`src/sv/ean8_pkg.sv`:
```
`default_nettype none

package ean8_pkg;

  localparam int COUNT_BITS  = 12;
  localparam int NUM_MODULES = 67;
  localparam int IDX_W       = $clog2(NUM_MODULES + 1);
  localparam int SPAN_W      = 13;
  localparam int CMP_W       = (COUNT_BITS > SPAN_W) ? COUNT_BITS + 1 : SPAN_W + 1;

  localparam int START_POS  = 0;
  localparam int LEFT_POS   = 3;
  localparam int CENTRE_POS = 31;
  localparam int RIGHT_POS  = 36;
  localparam int END_POS    = 64;
  localparam int DIGIT_LEN  = 7;

  localparam logic [2:0] SIDE_GUARD   = 3'b101;
  localparam logic [4:0] CENTRE_GUARD = 5'b01010;
  localparam logic [6:0] R_INVERT     = 7'h7F;

  localparam logic [6:0] LCODE [10] = '{
    7'h0D, 7'h19, 7'h13, 7'h3D, 7'h23, 7'h31, 7'h2F, 7'h3B, 7'h37, 7'h0B
  };

  // register word index on the APB port
  localparam logic [1:0] REG_WIDTH  = 2'd0;
  localparam logic [1:0] REG_HEIGHT = 2'd1;
  localparam logic [1:0] REG_MODULE = 2'd2;

  typedef enum logic [2:0] {
    ST_OK          = 3'd0,
    ST_BAD_START   = 3'd1,
    ST_BAD_CENTRE  = 3'd2,
    ST_BAD_END     = 3'd3,
    ST_BAD_LEFT    = 3'd4,
    ST_BAD_RIGHT   = 3'd5,
    ST_TOO_NARROW  = 3'd6
  } status_e;

  typedef struct packed {
    logic [11:0] image_width;
    logic [11:0] image_height;
    logic [5:0]  module_width;
  } cfg_t;

  typedef struct packed {
    logic                   narrow;
    logic [NUM_MODULES-1:0] bits;
  } scan_t;

  typedef struct packed {
    logic  valid;
    scan_t scan;
  } push_t;

  typedef struct packed {
    logic full;
    logic empty;
  } qstat_t;

  typedef struct packed {
    status_e         status;
    logic [7:0][3:0] digits;
  } result_t;

  typedef struct packed {
    logic       hit;
    logic [3:0] digit;
  } match_t;

  // bit at pos is the most significant bit of the group
  function automatic logic [6:0] group7(logic [NUM_MODULES-1:0] b, int pos);
    logic [6:0] v;
    v = '0;
    for (int i = 0; i < DIGIT_LEN; i++) begin
      v[DIGIT_LEN-1-i] = b[pos+i];
    end
    return v;
  endfunction

  function automatic match_t match_digit(logic [6:0] code, logic [6:0] invert);
    match_t m;
    m = '0;
    for (int d = 9; d >= 0; d--) begin
      if ((LCODE[d] ^ invert) == code) begin
        m.hit   = 1'b1;
        m.digit = 4'(d);
      end
    end
    return m;
  endfunction

  function automatic result_t decode_scan(scan_t s);
    result_t    r;
    logic       left_bad;
    logic       right_bad;
    match_t     m;
    logic [2:0] sg;
    logic [2:0] eg;
    logic [4:0] cg;
    r         = '0;
    left_bad  = 1'b0;
    right_bad = 1'b0;
    sg = {s.bits[START_POS], s.bits[START_POS+1], s.bits[START_POS+2]};
    eg = {s.bits[END_POS], s.bits[END_POS+1], s.bits[END_POS+2]};
    cg = {s.bits[CENTRE_POS], s.bits[CENTRE_POS+1], s.bits[CENTRE_POS+2],
          s.bits[CENTRE_POS+3], s.bits[CENTRE_POS+4]};
    for (int k = 0; k < 4; k++) begin
      m = match_digit(group7(s.bits, LEFT_POS + DIGIT_LEN * k), 7'h00);
      if (!m.hit) left_bad = 1'b1;
      r.digits[k] = m.digit;
    end
    for (int k = 0; k < 4; k++) begin
      m = match_digit(group7(s.bits, RIGHT_POS + DIGIT_LEN * k), R_INVERT);
      if (!m.hit) right_bad = 1'b1;
      r.digits[k+4] = m.digit;
    end
    if (s.narrow) r.status = ST_TOO_NARROW;
    else if (sg != SIDE_GUARD) r.status = ST_BAD_START;
    else if (cg != CENTRE_GUARD) r.status = ST_BAD_CENTRE;
    else if (eg != SIDE_GUARD) r.status = ST_BAD_END;
    else if (left_bad) r.status = ST_BAD_LEFT;
    else if (right_bad) r.status = ST_BAD_RIGHT;
    else r.status = ST_OK;
    if (r.status != ST_OK) r.digits = '0;
    return r;
  endfunction

endpackage

`default_nettype wire

```
`src/sv/ean8_if.sv`:
```
`default_nettype none

interface ean8_pixel_if;
  logic valid;
  logic ready;
  logic pixel;
  modport source (output valid, output pixel, input ready);
  modport sink (input valid, input pixel, output ready);
endinterface

interface ean8_result_if;
  logic       valid;
  logic       ready;
  logic [2:0] status;
  logic [3:0] digit_0;
  logic [3:0] digit_1;
  logic [3:0] digit_2;
  logic [3:0] digit_3;
  logic [3:0] digit_4;
  logic [3:0] digit_5;
  logic [3:0] digit_6;
  logic [3:0] digit_7;
  modport source (output valid, output status, output digit_0, output digit_1,
                  output digit_2, output digit_3, output digit_4, output digit_5,
                  output digit_6, output digit_7, input ready);
  modport sink (input valid, input status, input digit_0, input digit_1,
                input digit_2, input digit_3, input digit_4, input digit_5,
                input digit_6, input digit_7, output ready);
endinterface

`default_nettype wire

```
`src/sv/ean8_front.sv`:
```
`default_nettype none

module ean8_front (
  input  wire logic          clk_i,
  input  wire logic          rst_ni,
  input  wire ean8_pkg::cfg_t cfg_i,
  input  wire logic          accept_i,
  input  wire logic          pixel_i,
  output ean8_pkg::push_t    push_o
);
  import ean8_pkg::*;

  logic [COUNT_BITS-1:0]  col_q, col_d, row_q, row_d;
  logic [5:0]             sum_q, sum_d, pim_q, pim_d;
  logic [IDX_W-1:0]       idx_q, idx_d;
  logic [NUM_MODULES-1:0] bits_q, bits_d;

  logic [SPAN_W-1:0] span;
  logic [CMP_W-1:0]  margin, span_end;
  logic              narrow, mid_row, in_span, last_col, last_row;
  logic [5:0]        sum_e, pim_e, sum_n, pim_n;
  logic [IDX_W-1:0]  idx_e;

  assign span   = SPAN_W'(cfg_i.module_width) * SPAN_W'(NUM_MODULES);
  assign narrow = (cfg_i.module_width == '0) || (span > SPAN_W'(cfg_i.image_width));
  assign margin = CMP_W'((CMP_W'(cfg_i.image_width) - CMP_W'(span)) >> 1);
  assign span_end = margin + CMP_W'(span);

  assign mid_row  = CMP_W'(row_q) == CMP_W'(cfg_i.image_height >> 1);
  assign in_span  = (CMP_W'(col_q) >= margin) && (CMP_W'(col_q) < span_end);
  assign last_col = (CMP_W'(col_q) + CMP_W'(1)) >= CMP_W'(cfg_i.image_width);
  assign last_row = (CMP_W'(row_q) + CMP_W'(1)) >= CMP_W'(cfg_i.image_height);

  always_comb begin
    idx_e = idx_q;
    sum_e = sum_q;
    pim_e = pim_q;
    // module boundaries restart at column zero of the middle row
    if (mid_row && col_q == '0) begin
      idx_e = '0;
      sum_e = '0;
      pim_e = '0;
    end
    sum_n  = sum_e + 6'(pixel_i);
    pim_n  = pim_e + 6'd1;
    idx_d  = idx_e;
    sum_d  = sum_e;
    pim_d  = pim_e;
    bits_d = bits_q;
    if (mid_row && !narrow && in_span && idx_e < IDX_W'(NUM_MODULES)) begin
      if (pim_n >= cfg_i.module_width) begin
        bits_d[idx_e] = sum_n > (cfg_i.module_width >> 1);
        idx_d = idx_e + IDX_W'(1);
        sum_d = '0;
        pim_d = '0;
      end else begin
        sum_d = sum_n;
        pim_d = pim_n;
      end
    end
  end

  always_comb begin
    col_d = col_q + COUNT_BITS'(1);
    row_d = row_q;
    if (last_col) begin
      col_d = '0;
      row_d = last_row ? '0 : row_q + COUNT_BITS'(1);
    end
  end

  always_ff @(posedge clk_i or negedge rst_ni) begin
    if (!rst_ni) begin
      col_q <= '0;
      row_q <= '0;
      sum_q <= '0;
      pim_q <= '0;
      idx_q <= '0;
    end else if (accept_i) begin
      col_q <= col_d;
      row_q <= row_d;
      sum_q <= sum_d;
      pim_q <= pim_d;
      idx_q <= idx_d;
    end
  end

  always_ff @(posedge clk_i) begin
    if (accept_i) bits_q <= bits_d;
  end

  // snapshot includes the module bit written by the closing pixel itself
  assign push_o.valid       = accept_i && last_col && last_row;
  assign push_o.scan.narrow = narrow;
  assign push_o.scan.bits   = bits_d;

endmodule

`default_nettype wire

```
`src/sv/ean8_queue.sv`:
```
`default_nettype none

module ean8_queue (
  input  wire logic           clk_i,
  input  wire logic           rst_ni,
  input  wire ean8_pkg::push_t push_i,
  input  wire logic           pop_i,
  output ean8_pkg::scan_t     head_o,
  output ean8_pkg::qstat_t    stat_o
);
  import ean8_pkg::*;

  scan_t      entry_q [2];
  logic       wr_q, rd_q;
  logic [1:0] cnt_q;

  always_ff @(posedge clk_i or negedge rst_ni) begin
    if (!rst_ni) begin
      wr_q  <= 1'b0;
      rd_q  <= 1'b0;
      cnt_q <= 2'd0;
    end else begin
      if (push_i.valid) wr_q <= ~wr_q;
      if (pop_i) rd_q <= ~rd_q;
      cnt_q <= cnt_q + 2'(push_i.valid) - 2'(pop_i);
    end
  end

  always_ff @(posedge clk_i) begin
    if (push_i.valid) entry_q[wr_q] <= push_i.scan;
  end

  assign head_o       = entry_q[rd_q];
  assign stat_o.full  = cnt_q == 2'd2;
  assign stat_o.empty = cnt_q == 2'd0;

endmodule

`default_nettype wire

```
`src/sv/ean8_back.sv`:
```
`default_nettype none

module ean8_back (
  input  wire logic            clk_i,
  input  wire logic            rst_ni,
  input  wire ean8_pkg::scan_t  head_i,
  input  wire ean8_pkg::qstat_t stat_i,
  output logic                 pop_o,
  input  wire logic            out_ready_i,
  output logic                 out_valid_o,
  output ean8_pkg::result_t    out_o
);
  import ean8_pkg::*;

  logic    valid_q;
  result_t res_q;

  // load whenever the output register is free or being drained
  assign pop_o = !stat_i.empty && (!valid_q || out_ready_i);

  always_ff @(posedge clk_i or negedge rst_ni) begin
    if (!rst_ni) begin
      valid_q <= 1'b0;
    end else if (pop_o) begin
      valid_q <= 1'b1;
    end else if (out_ready_i) begin
      valid_q <= 1'b0;
    end
  end

  always_ff @(posedge clk_i) begin
    if (pop_o) res_q <= decode_scan(head_i);
  end

  assign out_valid_o = valid_q;
  assign out_o       = res_q;

endmodule

`default_nettype wire

```
`src/sv/ean8_scanline_decoder.sv`:
```
// EAN-8 scanline decoder: one pixel per cycle, raster order.
// Throughput: one pixel accepted every cycle; pixel ready drops only while
//   both result slots of the two-entry scan queue are taken.
// Result path: accepting the image's last pixel writes the scan queue; the decode
//   then loads the output register from it once that register is free or draining.
// Reset: asynchronous, active low; counters, queue and output valid clear,
//   registers return to width 67, height 1, module width 1.
`default_nettype none

module ean8_scanline_decoder (
  input  wire logic         clk_i,
  input  wire logic         rst_ni,
  ean8_pixel_if.sink        pix_i,
  ean8_result_if.source     res_o,
  input  wire logic         psel,
  input  wire logic         penable,
  input  wire logic         pwrite,
  input  wire logic [3:0]   paddr,
  input  wire logic [31:0]  pwdata,
  output logic [31:0]       prdata,
  output logic              pready
);
  import ean8_pkg::*;

  cfg_t    cfg_q;
  push_t   push;
  scan_t   head;
  qstat_t  qstat;
  logic    pop;
  logic    accept;
  logic    out_valid;
  result_t result;
  logic    cfg_wr;

  // Configuration registers: written on the access phase of an APB write.
  assign pready = 1'b1;
  assign cfg_wr = psel && penable && pwrite;

  always_ff @(posedge clk_i or negedge rst_ni) begin
    if (!rst_ni) begin
      cfg_q.image_width  <= 12'd67;
      cfg_q.image_height <= 12'd1;
      cfg_q.module_width <= 6'd1;
    end else if (cfg_wr) begin
      case (paddr[3:2])
        REG_WIDTH:  cfg_q.image_width  <= pwdata[11:0];
        REG_HEIGHT: cfg_q.image_height <= pwdata[11:0];
        REG_MODULE: cfg_q.module_width <= pwdata[5:0];
        default: ;
      endcase
    end
  end

  always_comb begin
    case (paddr[3:2])
      REG_WIDTH:  prdata = {20'd0, cfg_q.image_width};
      REG_HEIGHT: prdata = {20'd0, cfg_q.image_height};
      REG_MODULE: prdata = {26'd0, cfg_q.module_width};
      default:    prdata = '0;
    endcase
  end

  // Front: hold pixels back only when the queue cannot take another scan.
  assign pix_i.ready = !qstat.full;
  assign accept      = pix_i.valid && pix_i.ready;

  ean8_front u_front (
    .clk_i    (clk_i),
    .rst_ni   (rst_ni),
    .cfg_i    (cfg_q),
    .accept_i (accept),
    .pixel_i  (pix_i.pixel),
    .push_o   (push)
  );

  // Queue: decouple pixel intake from result delivery.
  ean8_queue u_queue (
    .clk_i  (clk_i),
    .rst_ni (rst_ni),
    .push_i (push),
    .pop_i  (pop),
    .head_o (head),
    .stat_o (qstat)
  );

  // Back: guard checks and digit matching into the output register.
  ean8_back u_back (
    .clk_i       (clk_i),
    .rst_ni      (rst_ni),
    .head_i      (head),
    .stat_i      (qstat),
    .pop_o       (pop),
    .out_ready_i (res_o.ready),
    .out_valid_o (out_valid),
    .out_o       (result)
  );

  assign res_o.valid   = out_valid;
  assign res_o.status  = result.status;
  assign res_o.digit_0 = result.digits[0];
  assign res_o.digit_1 = result.digits[1];
  assign res_o.digit_2 = result.digits[2];
  assign res_o.digit_3 = result.digits[3];
  assign res_o.digit_4 = result.digits[4];
  assign res_o.digit_5 = result.digits[5];
  assign res_o.digit_6 = result.digits[6];
  assign res_o.digit_7 = result.digits[7];

  // A scan is never pushed into a full queue.
  a_no_overflow: assert property (@(posedge clk_i) disable iff (!rst_ni)
    push.valid |-> !qstat.full)
    else $error("scan pushed into full queue");

  // Nothing is popped from an empty queue.
  a_no_underflow: assert property (@(posedge clk_i) disable iff (!rst_ni)
    pop |-> !qstat.empty)
    else $error("pop from empty queue");

  // A failed decode carries all-zero digits.
  a_err_zero: assert property (@(posedge clk_i) disable iff (!rst_ni)
    (out_valid && result.status != ST_OK) |-> (result.digits == '0))
    else $error("digits nonzero on error status");

  // A popped scan shows up as a valid result in the next cycle.
  a_pop_valid: assert property (@(posedge clk_i) disable iff (!rst_ni)
    pop |=> out_valid)
    else $error("popped scan produced no result");

endmodule

`default_nettype wire

```
`src/flat_wrapper.sv`:
```
// flat-port wrapper written by rule: the top's interface ports become plain ports
module ean8_scanline_decoder_flat import ean8_pkg::*;
  (clk_i, rst_ni, psel, penable, pwrite, paddr, pwdata, prdata, pready, pix_i_valid, pix_i_pixel, pix_i_ready, res_o_valid, res_o_status, res_o_digit_0, res_o_digit_1, res_o_digit_2, res_o_digit_3, res_o_digit_4, res_o_digit_5, res_o_digit_6, res_o_digit_7, res_o_ready);
  ean8_pixel_if pix_i_i ();
  ean8_result_if res_o_i ();
  input  wire logic clk_i;
  input  wire logic rst_ni;
  input  wire logic psel;
  input  wire logic penable;
  input  wire logic pwrite;
  input  wire logic [3:0] paddr;
  input  wire logic [31:0] pwdata;
  output logic [31:0] prdata;
  output logic pready;
  input wire logic [$bits(pix_i_i.valid)-1:0] pix_i_valid;
  input wire logic [$bits(pix_i_i.pixel)-1:0] pix_i_pixel;
  output wire logic [$bits(pix_i_i.ready)-1:0] pix_i_ready;
  output wire logic [$bits(res_o_i.valid)-1:0] res_o_valid;
  output wire logic [$bits(res_o_i.status)-1:0] res_o_status;
  output wire logic [$bits(res_o_i.digit_0)-1:0] res_o_digit_0;
  output wire logic [$bits(res_o_i.digit_1)-1:0] res_o_digit_1;
  output wire logic [$bits(res_o_i.digit_2)-1:0] res_o_digit_2;
  output wire logic [$bits(res_o_i.digit_3)-1:0] res_o_digit_3;
  output wire logic [$bits(res_o_i.digit_4)-1:0] res_o_digit_4;
  output wire logic [$bits(res_o_i.digit_5)-1:0] res_o_digit_5;
  output wire logic [$bits(res_o_i.digit_6)-1:0] res_o_digit_6;
  output wire logic [$bits(res_o_i.digit_7)-1:0] res_o_digit_7;
  input wire logic [$bits(res_o_i.ready)-1:0] res_o_ready;
  assign pix_i_i.valid = pix_i_valid;
  assign pix_i_i.pixel = pix_i_pixel;
  assign pix_i_ready = pix_i_i.ready;
  assign res_o_valid = res_o_i.valid;
  assign res_o_status = res_o_i.status;
  assign res_o_digit_0 = res_o_i.digit_0;
  assign res_o_digit_1 = res_o_i.digit_1;
  assign res_o_digit_2 = res_o_i.digit_2;
  assign res_o_digit_3 = res_o_i.digit_3;
  assign res_o_digit_4 = res_o_i.digit_4;
  assign res_o_digit_5 = res_o_i.digit_5;
  assign res_o_digit_6 = res_o_i.digit_6;
  assign res_o_digit_7 = res_o_i.digit_7;
  assign res_o_i.ready = res_o_ready;
  ean8_scanline_decoder u_core (.clk_i(clk_i), .rst_ni(rst_ni), .pix_i(pix_i_i), .res_o(res_o_i), .psel(psel), .penable(penable), .pwrite(pwrite), .paddr(paddr), .pwdata(pwdata), .prdata(prdata), .pready(pready));
endmodule
```
`config.mk`:
```
export PLATFORM = sky130hd
export DESIGN_NAME = ean8_scanline_decoder_flat
export DESIGN_NICKNAME = d
export VERILOG_FILES = /design/src/sv/ean8_pkg.sv /design/src/sv/ean8_if.sv /design/src/sv/ean8_front.sv /design/src/sv/ean8_queue.sv /design/src/sv/ean8_back.sv /design/src/sv/ean8_scanline_decoder.sv /design/src/flat_wrapper.sv
export SDC_FILE = /design/constraint.sdc
export NUM_CORES = 1
export LEC_CHECK = 0
export BUFFER_PORTS_ARGS = -buffer_cell sky130_fd_sc_hd__buf_2
export CORE_ASPECT_RATIO = 1.75
export CORE_MARGIN = 2
export CORE_UTILIZATION = 38
export DETAILED_ROUTE_END_ITERATION = 10
export SETUP_SLACK_MARGIN = 0.3
export SLEW_MARGIN = 20
export SYNTH_ARGS = -nofsm -noshare
export SYNTH_HDL_FRONTEND = slang
export SYNTH_SLANG_ARGS = --single-unit
```
`constraint.sdc`:
```
create_clock -name clk_i -period 12.2 [get_ports clk_i]
set_input_delay 0 -clock clk_i [delete_from_list [all_inputs] [get_ports clk_i]]
set_output_delay 0 -clock clk_i [all_outputs]
set_load 0.1 [all_outputs]
```
# Word-level counts from Yosys, hierarchy flattened
# Memory sizes are Yosys's and may differ from the RTL's.
# Index checks and enable logic that the tools add are counted.
[totals]
out_inout_bits = 70
word_cells = 288
mem_count = 1
ram_bits = 136
reg_bits = 180
input_bits = 44
[classes]
reduce_logical = 28
magnitude_cmp = 10
n_eq_ne = 87
n_bitwise = 2
mul = 1
n_mux = 126
add_sub_neg = 11
[memory_table]
columns = ["name", "words", "width", "rd", "rd_clocked_by_memory_dff", "wr", "line_no", "source"]
rows = [
  ["u_core.u_queue.entry_q", 2, 68, 1, 0, 1, "ean8_queue.sv:13", "scan_t entry_q [2];"],
]
[ops]
columns = ["op", "n"]
rows = [
  ["$mux 5", 88],
  ["$eq 7x7->1 const A", 40],
  ["$eq 6x7->1 const A", 24],
  ["$mux 67", 2],
  ["$bwmux 67", 1],
  ["$eq 4x7->1 const A", 8],
  ["$eq 5x7->1 const A", 8],
  ["$mux 6", 6],
  ["$pmux 12 s3", 1],
  ["$add 12x1->13 const B", 2],
  ["$ge 13x12->1", 2],
  ["$add 12x1->12 const B", 2],
  ["$mux 12", 2],
  ["$mux 3", 7],
  ["$mux 7", 3],
  ["$mux 1", 15],
  ["$add 13x13->14", 1],
  ["$lt 12x14->1", 1],
  ["$sub 12x13->14", 1],
  ["$ge 12x13->1", 1],
  ["$gt 13x12->1", 1],
  ["$mul 6x7->13 const B", 1],
  ["$eq 12x11->1", 1],
  ["$logic_and 1x1->1", 12],
  ["other kinds (24)", 35],
]

# Logic depth before layout (Yosys ltp)
# Gate-level depths: netlist of run 1.
# An unclocked memory read counts as a cell.
[logic_depth]
ltp_word = 26
ltp_mapped = 36
depth_no_buf = 34

# By module
# Synthesis of run 1 repeated with hierarchy kept, for this count alone.
[unflattened]
hier_cells = 1865
hier_area_um2 = 20002.9
[by_module_without_submodules]
columns = ["mod", "seq_area_each_um2", "cells_per_inst", "n_inst", "area_per_inst_um2"]
rows = [
  ["ean8_front", 3088.0, 1068, 1, 9665.5],
  ["ean8_queue", 4184.0, 227, 1, 5146.2],
  ["ean8_back", 1076.0, 445, 1, 3608.5],
  ["ean8_scanline_decoder", 757.0, 125, 1, 1582.8],
]

# Worst setup path after synthesis of run 1
# OpenSTA, ideal clock, no wires.
[synth_path]
path_type = "register to register"
from = "register u_core.cfg_q[3] in the netlist's numbering"
to = "register u_core.u_front.bits_q[21], data pin"
path_slack_ns = 4.728
synth_period_minus_slack_ns = 7.472
arrival_ns = 7.202
setup_ns = 0.269
n_path_buf = 2
required_time_ns = 11.931
path_stages_with_launch = 35
cell_sequence = "dfrtp_1 inv_1 ha_1 ha_1 ha_1 inv_1 fa_1 nor2b_1 o21ai_0 xnor2_1 inv_1 ha_1 a21o_1 a311oi_1 o31ai_1 a31oi_1 nor2_1 xnor2_1 ha_1 a21oi_1 nand3_1 a21o_1 a21o_1 xnor2_1 ha_1 a211o_1 a2111oi_0 a21o_1 nor3_1 o21a_4 a2111o_1 buf_4 buf_2 nor3_1 mux2_1"
[synth_lines]
columns = ["element", "line_no", "source"]
rows = [
  ["start: declaration", "ean8_scanline_decoder.sv:25", "cfg_t cfg_q;"],
  ["end signal: assignment", "ean8_front.sv:89", "if (accept_i) bits_q <= bits_d;"],
  ["end: declaration", "ean8_front.sv:16", "logic [NUM_MODULES-1:0] bits_q, bits_d;"],
]

==> impl_results.md, run 1 <==
* Status: finished, final reports clean
* Count leader, synth: edfxtp_1
* Die Footprint at 0.05188 mm^2
* Fin. Hold Viols at 0
* Vias per cell at ~5.5
* Most used DFF post-synth: edfxtp_1
* Grt peak-use layer: met2
* Sequential area share after synthesis at between 40% and 50%
* Initial core utilization at 38.42%
* Clock sinks at 316
* Die W at between 150 and 200 um
* Worst skew pair latency at around 0.58 ns
* Min-Delay Startpoint: penable
* Post-synth top area share at ~38%
* Leakage at around 7.4 nW
* VDD IR max at between 0.2 and 0.25 mV
* Drt initial violations at just over 800
* CTS root buffer: clkbuf_16
* DR DRC count at 0
* Placed cells at 2,422
* Area growth syn-to-layout at 11.62%
* Worst path buffer plus inverter count at 4
* Clock slew at reported path FFs at approximately 0.070 ns
* Met3 usage at under 10%
* Routed Antenna Nets at 0
* Non-Filler Instances at roughly 2.5k
* Setup CP Type: flip-flop to flip-flop
* Asr flop ratio synth at ~25%
* Synth top area cells: edfxtp_1, dfrtp_1, ha_1
* Via count at around 14k
* Gpl congestion at ~0.86
* Io pins at around 110
* Cell count after synthesis at 1,739
* Worst stage delay on the critical path at between 0.6 and 0.7 ns
* Slowest-stage cell, CP: nor4_1
* Setup crit start kind: flip-flop
* Total routing usage reported by global routing at between 10% and 20%
* Gr ovfl total at 0
* Area leader, netlist: edfxtp_1
* Worst-path fanout max at between 40 and 50
* Unrepaired setup endpoints after global routing: false
* Fin area at roughly 0.021 mm^2
* Antenna cells at 0
* Levels on crit path at 33
* WL per Instance at 18.33 um
* Placed cell area at 0.02000 mm^2
* Synth top cells by count: edfxtp_1, nand2_1, ha_1
* Worst Hold Class: primary input to flip-flop
* Post-Syn Area per Cell at 10.93 um^2
* Fmax at roughly 110 MHz
* WHS Endpoint: u_core.cfg_q[0]
* FILL cells at approximately 4.7k
* Period minus WS final at 8.856 ns
* Pwr per Cell Area at roughly 230 mW/mm^2
* Slew Limit Fails at 0
* Cell class contributing the biggest share of worst-path delay: compound AO/OA/AOI/OAI gates
* Worst EP required at 12.52 ns
* # resized after CTS at 0
* Reg2Reg Setup Slack at approximately 3.3 ns
* Post-synth EDFFs at ~240
* # setup viols final at 0
* Number of library cell types mapped by synthesis at 100
* Register area at 0.009109 mm^2
* Pre-antenna DRT Iters at 6
* IO Port Bufs at 70
* Row cnt at 108
* H-Tree Depth at 1
* Yosys reg bits at ~320
* Worst Path Arrival at around 9.2 ns
* Max cap viols at 0
* Critical R2R Launch: u_core.cfg_q[3]
* Hpwl dp at approximately 33,000 um
* Largest net degree at the start of global routing at 73
* Met1 GRT Util at between 15 and 20%
* CP Capture Type: flip-flop
* Worst path most repeated cell: ha_1
* Clk buf depth at 3
* Initial antenna violation count at 1
* Synthesized area at roughly 0.019 mm^2
* Final setup skew at 0.02016 ns
* Worst slew pin tran at 1.034 ns
* Worst r2r path cells at 33
* TNS Setup at 0 ns
* Global-route wire length before repair at 72,730 um
* Footprint of the multi-input gates at approximately 0.009 mm^2
* Core ar. at about 0.049 mm^2
* Reg2reg end: u_core.u_queue.entry_q[0][3]
* Nets at roughly 2k
* Worst slew margin at approximately 30%
* Worst Hold Depth at 5
* Die height at between 200 and 300 um
* Num CTS Buffers at 31
* Number of global-route vias before repair at about 14k
* Ys Warns at 0
* Layout cells sized above 1 at 13.62%
* Period utilization at approximately 73%
* Met2 Usage GRT at 35.08%
* Wirelength, routed at ~46,000 um
* TritonCTS clock tree: done
==> worst reg2reg max path, delay by kind of cell, from the launching register on <==
kind	cells	cell delay (ns)
DFF	1	0.49
and+or+nand+nor	5	1.11
adders and majority gates	7	2.07
AOI/OAI and AO/OA	13	3.19
buffers and inverters	4	0.63
muxes	1	0.43
xor gates and xnor gates	3	0.65
==> metrics by stage <==
step	hold slack (ns)	setup slack, ns	power, mW	utilization, %
floorplan	-0.2956	4.728	3.328	-
global placement	-0.1357	3.414	3.770	40.43
detailed placement	-0.1317	3.306	3.844	40.43
CTS	0.04990	3.250	4.859	42.87
global route	0.04006	2.709	5.184	42.88
finish	0.003403	3.344	4.809	42.88
==> registers in the layout, summed over array words and instances, names as in the netlist <==
| signal | cells |
|---|---|
| u_core.cfg_q | 30 |
| u_core.u_back.out_o | 35 |
| u_core.u_back.out_valid_o | 1 |
| u_core.u_front.bits_q | 67 |
| u_core.u_front.col_q | 12 |
| u_core.u_front.idx_q | 7 |
| u_core.u_front.pim_q | 6 |
| u_core.u_front.row_q | 12 |
| u_core.u_front.sum_q | 6 |
| u_core.u_queue.cnt_q | 2 |
| u_core.u_queue.entry_q | 136 |
| u_core.u_queue.rd_q | 1 |
| u_core.u_queue.wr_q | 1 |
==> report_power, final <==
part	leakage [nW]	internal, mW	switching (mW)
sequential	2.50	1.26	0.0909
combinational	4.41	0.899	1.58
clock	0.514	0.555	0.432
total	7.42	2.71	2.10
==> area by class of cell <==
type	count	share of cell area, %
Clock buffer	31	3.658
Inverter	93	1.646
Tap cell	660	3.894
Timing Repair Buffer	102	2.985
Sequential cell	316	42.95
Clock inverter	26	1.280
Multi-Input combinational cell	1267	43.59
==> cells in the final DEF (no fill, tap or decap), types with 8 or more instances in the layout <==
| cell type | instances |
|---|---|
| dfrtp_1 | 72 |
| nand4_1 | 8 |
| nor2_1 | 105 |
| a22o_1 | 24 |
| nor2b_1 | 26 |
| nor3_1 | 69 |
| nand2b_1 | 27 |
| and3_1 | 12 |
| edfxtp_1 | 238 |
| or3_1 | 17 |
| mux2_2 | 62 |
| dlygate4sd3_1 | 16 |
| buf_4 | 17 |
| clkbuf_16 | 31 |
| inv_1 | 91 |
| a211oi_1 | 11 |
| xnor2_1 | 46 |
| o21ai_0 | 70 |
| conb_1 | 21 |
| a211o_1 | 9 |
| mux2i_1 | 41 |
| buf_2 | 69 |
| o32ai_1 | 10 |
| o22ai_1 | 11 |
| o21a_1 | 12 |
| nand2_1 | 131 |
| nand3_1 | 81 |
| nor3b_1 | 10 |
| ha_1 | 111 |
| a32o_1 | 9 |
| nor4_1 | 14 |
| a21o_1 | 33 |
| xor2_1 | 29 |
| a21oi_1 | 56 |
| and2_1 | 17 |
| mux2_1 | 36 |
| o21bai_1 | 10 |
==> how the worst max path moves through the flow <==
stage	from	to
CTS	u_core.cfg_q[3]	u_core.u_queue.entry_q[1][3]
floorplan	u_core.cfg_q[3]	u_core.u_front.bits_q[21]
global placement	u_core.cfg_q[3]	u_core.u_queue.entry_q[0][3]
global route	u_core.cfg_q[3]	u_core.u_queue.entry_q[1][3]
finish	u_core.cfg_q[3]	u_core.u_queue.entry_q[0][3]
detailed placement	u_core.cfg_q[3]	u_core.u_queue.entry_q[0][3]
==> kinds of logic after synthesis <==
| kind of cell | count (synthesis) | synth area share [%] |
|---|---|---|
| AO/OA/AOI/OAI | 346 | 13.07 |
| adder cells (fa/ha/maj) | 115 | 7.685 |
| flip-flops | 316 | 47.92 |
| AND/OR/NAND/NOR | 564 | 15.06 |
| buffers and inverters | 175 | 4.089 |
| XOR/XNOR | 78 | 3.780 |
| multiplexers | 143 | 8.356 |
| other | 2 | 0.03952 |
==> metal layers <==
metal	vias to the layer above	share of wire, %
met2	314	56
met4	0	3.8
met3	84	3.2
li1	6597	-
met5	-	0
met1	6710	37
==> repair_timing <==
item	CTS	global route
buffers inserted	0	0
hold endpoints to repair	106	0
hold buffers	16	0
(Power assumes the default switching activity.)
==> run 2, diff against run 1 <==
==> constraint.sdc (replaced) <==
create_clock -name clk_i -period 7.8 [get_ports clk_i]
set_input_delay 0 -clock clk_i [delete_from_list [all_inputs] [get_ports clk_i]]
set_output_delay 0 -clock clk_i [all_outputs]
set_load 0.1 [all_outputs]
==> impl_results.md, run 2 (synthesis gave the netlist of run 1 again) <==
* Total routing usage reported by global routing at 18.39% (was 17.38%)
* WL per Instance at 19.11 um (was 18.33 um)
* Setup CP Type: flip-flop to flip-flop (unchanged)
* Reg2reg end: u_core.u_queue.entry_q[0][26] (was u_core.u_queue.entry_q[0][3])
* Largest net degree at the start of global routing at 69 (was 73)
* VDD IR max at 0.4176 mV (was 0.2327 mV)
* Footprint of the multi-input gates at 0.009948 mm^2 (was 0.009244 mm^2)
* Placed cells at 2,452 (was 2,422)
* Worst Path Arrival at 7.84 ns (was 9.17 ns)
* Hpwl dp at 34,480 um (was 33,340 um)
* Critical Path Sink: u_core.u_queue.entry_q[0][26] (was u_core.u_queue.entry_q[0][3])
* Fin area at 0.02255 mm^2 (was 0.02121 mm^2)
* Unrepaired setup endpoints after global routing: true (was false)
* Status: finished, final reports clean (unchanged)
* Setup crit start kind: flip-flop (unchanged)
* Total power at 8.324 mW (was 4.809 mW)
* Period minus WS final at 7.567 ns (was 8.856 ns)
* Via count at 14.10k (was 13.71k)
* Placed cell area at 0.02025 mm^2 (was 0.02000 mm^2)
* Initial antenna violation count at 1 (unchanged)
* Die height at 299.8 um (unchanged)
* Number of global-route vias before repair at 14.57k (was 13.69k)
* CP Capture Type: flip-flop (unchanged)
* Initial core utilization at 38.42% (unchanged)
* Fmax at 132.2 MHz (was 112.9 MHz)
* Critical Path Source: u_core.cfg_q[3] (unchanged)
* Clock slew at reported path FFs at 0.06 ns (was 0.07 ns)
* IO Port Bufs at 70 (unchanged)
* Register area at 0.009110 mm^2 (was 0.009109 mm^2)
* Die Footprint at 0.05188 mm^2 (unchanged)
* Leakage at 8.134 nW (was 7.424 nW)
* Reg2Reg Setup Slack at 0.23 ns (was 3.34 ns)
* Slowest-stage cell, CP: a2111o_2 (was nor4_1)
* Drt initial violations at 856 (was 809)
* DR DRC count at 0 (unchanged)
* Max cap viols at 0 (unchanged)
* Worst stage delay on the critical path at 0.66 ns (was 0.63 ns)
* Global-route wire length before repair at 76,450 um (was 72,730 um)
* Commonest non-fill, non-tap cell in the layout: edfxtp_1 (unchanged)
* Routed Antenna Nets at 0 (unchanged)
* Vias per cell at 5.499 (was 5.493)
* Register bank with the most flops: u_core.u_queue.entry_q (unchanged)
* Worst-path fanout max at 7 (was 44)
* Pre-antenna DRT Iters at 5 (was 6)
* Core ar. at 0.04946 mm^2 (unchanged)
* Area growth syn-to-layout at 18.69% (was 11.62%)
* Antenna cells at 0 (unchanged)
* Row cnt at 108 (unchanged)
* CTS root buffer: clkbuf_16 (unchanged)
* Gpl congestion at 0.8773 (was 0.8560)
* Clock sinks at 316 (unchanged)
* Nets at 2,036 (was 1,969)
* Wirelength, routed at 49,000 um (was 45,730 um)
* Worst path most repeated cell: ha_4 (was ha_1)
* Worst Hold Class: primary input to flip-flop (unchanged)
* Num CTS Buffers at 34 (was 31)
* # setup viols final at 0 (unchanged)
* TritonCTS clock tree: done (unchanged)
* Fin. Hold Viols at 0 (unchanged)
* Final setup skew at 0.02809 ns (was 0.02016 ns)
* Die W at 173.0 um (unchanged)
* Gr ovfl total at 0 (unchanged)
* Io pins at 114 (unchanged)
* Slew Limit Fails at 0 (unchanged)
* Non-Filler Instances at 2,564 (was 2,495)
* Largest register FFs at 136 (unchanged)
* Critical R2R Launch: u_core.cfg_q[3] (unchanged)
* Worst r2r path cells at 33 (unchanged)
* Worst skew pair latency at 0.54 ns (was 0.58 ns)
* Clk buf depth at 3 (unchanged)
* Layout cells sized above 1 at 23.11% (was 13.62%)
* Worst EP required at 8.07 ns (was 12.52 ns)
* Pwr per Cell Area at 369.1 mW/mm^2 (was 226.8 mW/mm^2)
* FILL cells at 4,572 (was 4,689)
* Worst slew pin tran at 1.139 ns (was 1.034 ns)
* Period utilization at 97.01% (was 72.59%)
* Most frequent cells in the layout: edfxtp_1, nand2_1, ha_1 (unchanged)
* Worst slew margin at 23.89% (was 30.89%)
* H-Tree Depth at 2 (was 1)
==> run 2: timing repair <==
action | in CTS | in global routing
hold endpoints to repair | 105 | 0
endpoints found under the setup margin | 210 | 216
pin swaps | 20 | 39
gates cloned | 2 | 2
setup buffers | 14 | 16
resized for setup | 54 | 132
hold buffers | 16 | 0
==> run 2: worst min path at each step <==
stage | from | slack [ns] | depth (start not counted) | endpoint
floorplan | rst_ni | -0.30 | 0 | u_core.cfg_q[10]
global placement | rst_ni | -0.12 | 1 | u_core.u_front.row_q[0]
detailed placement | rst_ni | -0.12 | 1 | u_core.u_front.row_q[2]
CTS | penable | 0.11 | 5 | u_core.cfg_q[0]
global route | penable | 0.13 | 4 | u_core.cfg_q[4]
finish | penable | 0.06 | 5 | u_core.cfg_q[0]
==> run 2: power by group <==
part	total (mW)	internal (mW)	switching, mW
clock network	1.57	0.857	0.709
registers	2.11	1.97	0.144
logic	4.65	1.90	2.74
total	8.32	4.73	3.60
==> run 2: cell type report <==
class,instances,area share [%]
multi-input cells,1267,44.11
flip-flops and latches,316,40.39
repair buffers,166,5.564
clock buffers,43,4.105
well taps,660,3.662
inverters,93,1.548
clock inverters,19,0.6158
==> run 2: metal layers <==
metal	wire [um]	vias up	share of wire, %	global-route usage (%)
met4	2578	0	5.3	10.92
met1	17850	6925	36	18.55
met5	0	-	0	0
met3	1515	121	3.1	1.947
li1	-	6725	-	-
met2	27050	328	55	36.00
==> run 2: through the flow <==
step	setup slack (ns)	TNS [ns]	hold WS (ns)	util, %
2_1_floorplan	0.3281	0	-0.2956	-
3_3_place_gp	0.1495	0	-0.1236	40.94
3_5_place_dp	-0.1242	-2.012	-0.1210	40.94
4_1_cts	0.3223	0	0.1076	44.12
5_1_grt	0.001442	0	0.1319	45.60
6_report	0.2331	0	0.05786	45.60
==> run 2: critical path, delay by kind of cell, from the launching register on <==
kind	cells	cell delay (ns)
AO/OA/AOI/OAI	13	2.98
XOR/XNOR	3	0.51
AND/OR/NAND/NOR	2	0.53
flip-flops	1	0.42
buffers and inverters	7	0.74
adder cells (fa/ha/maj)	7	1.79
multiplexers	1	0.32
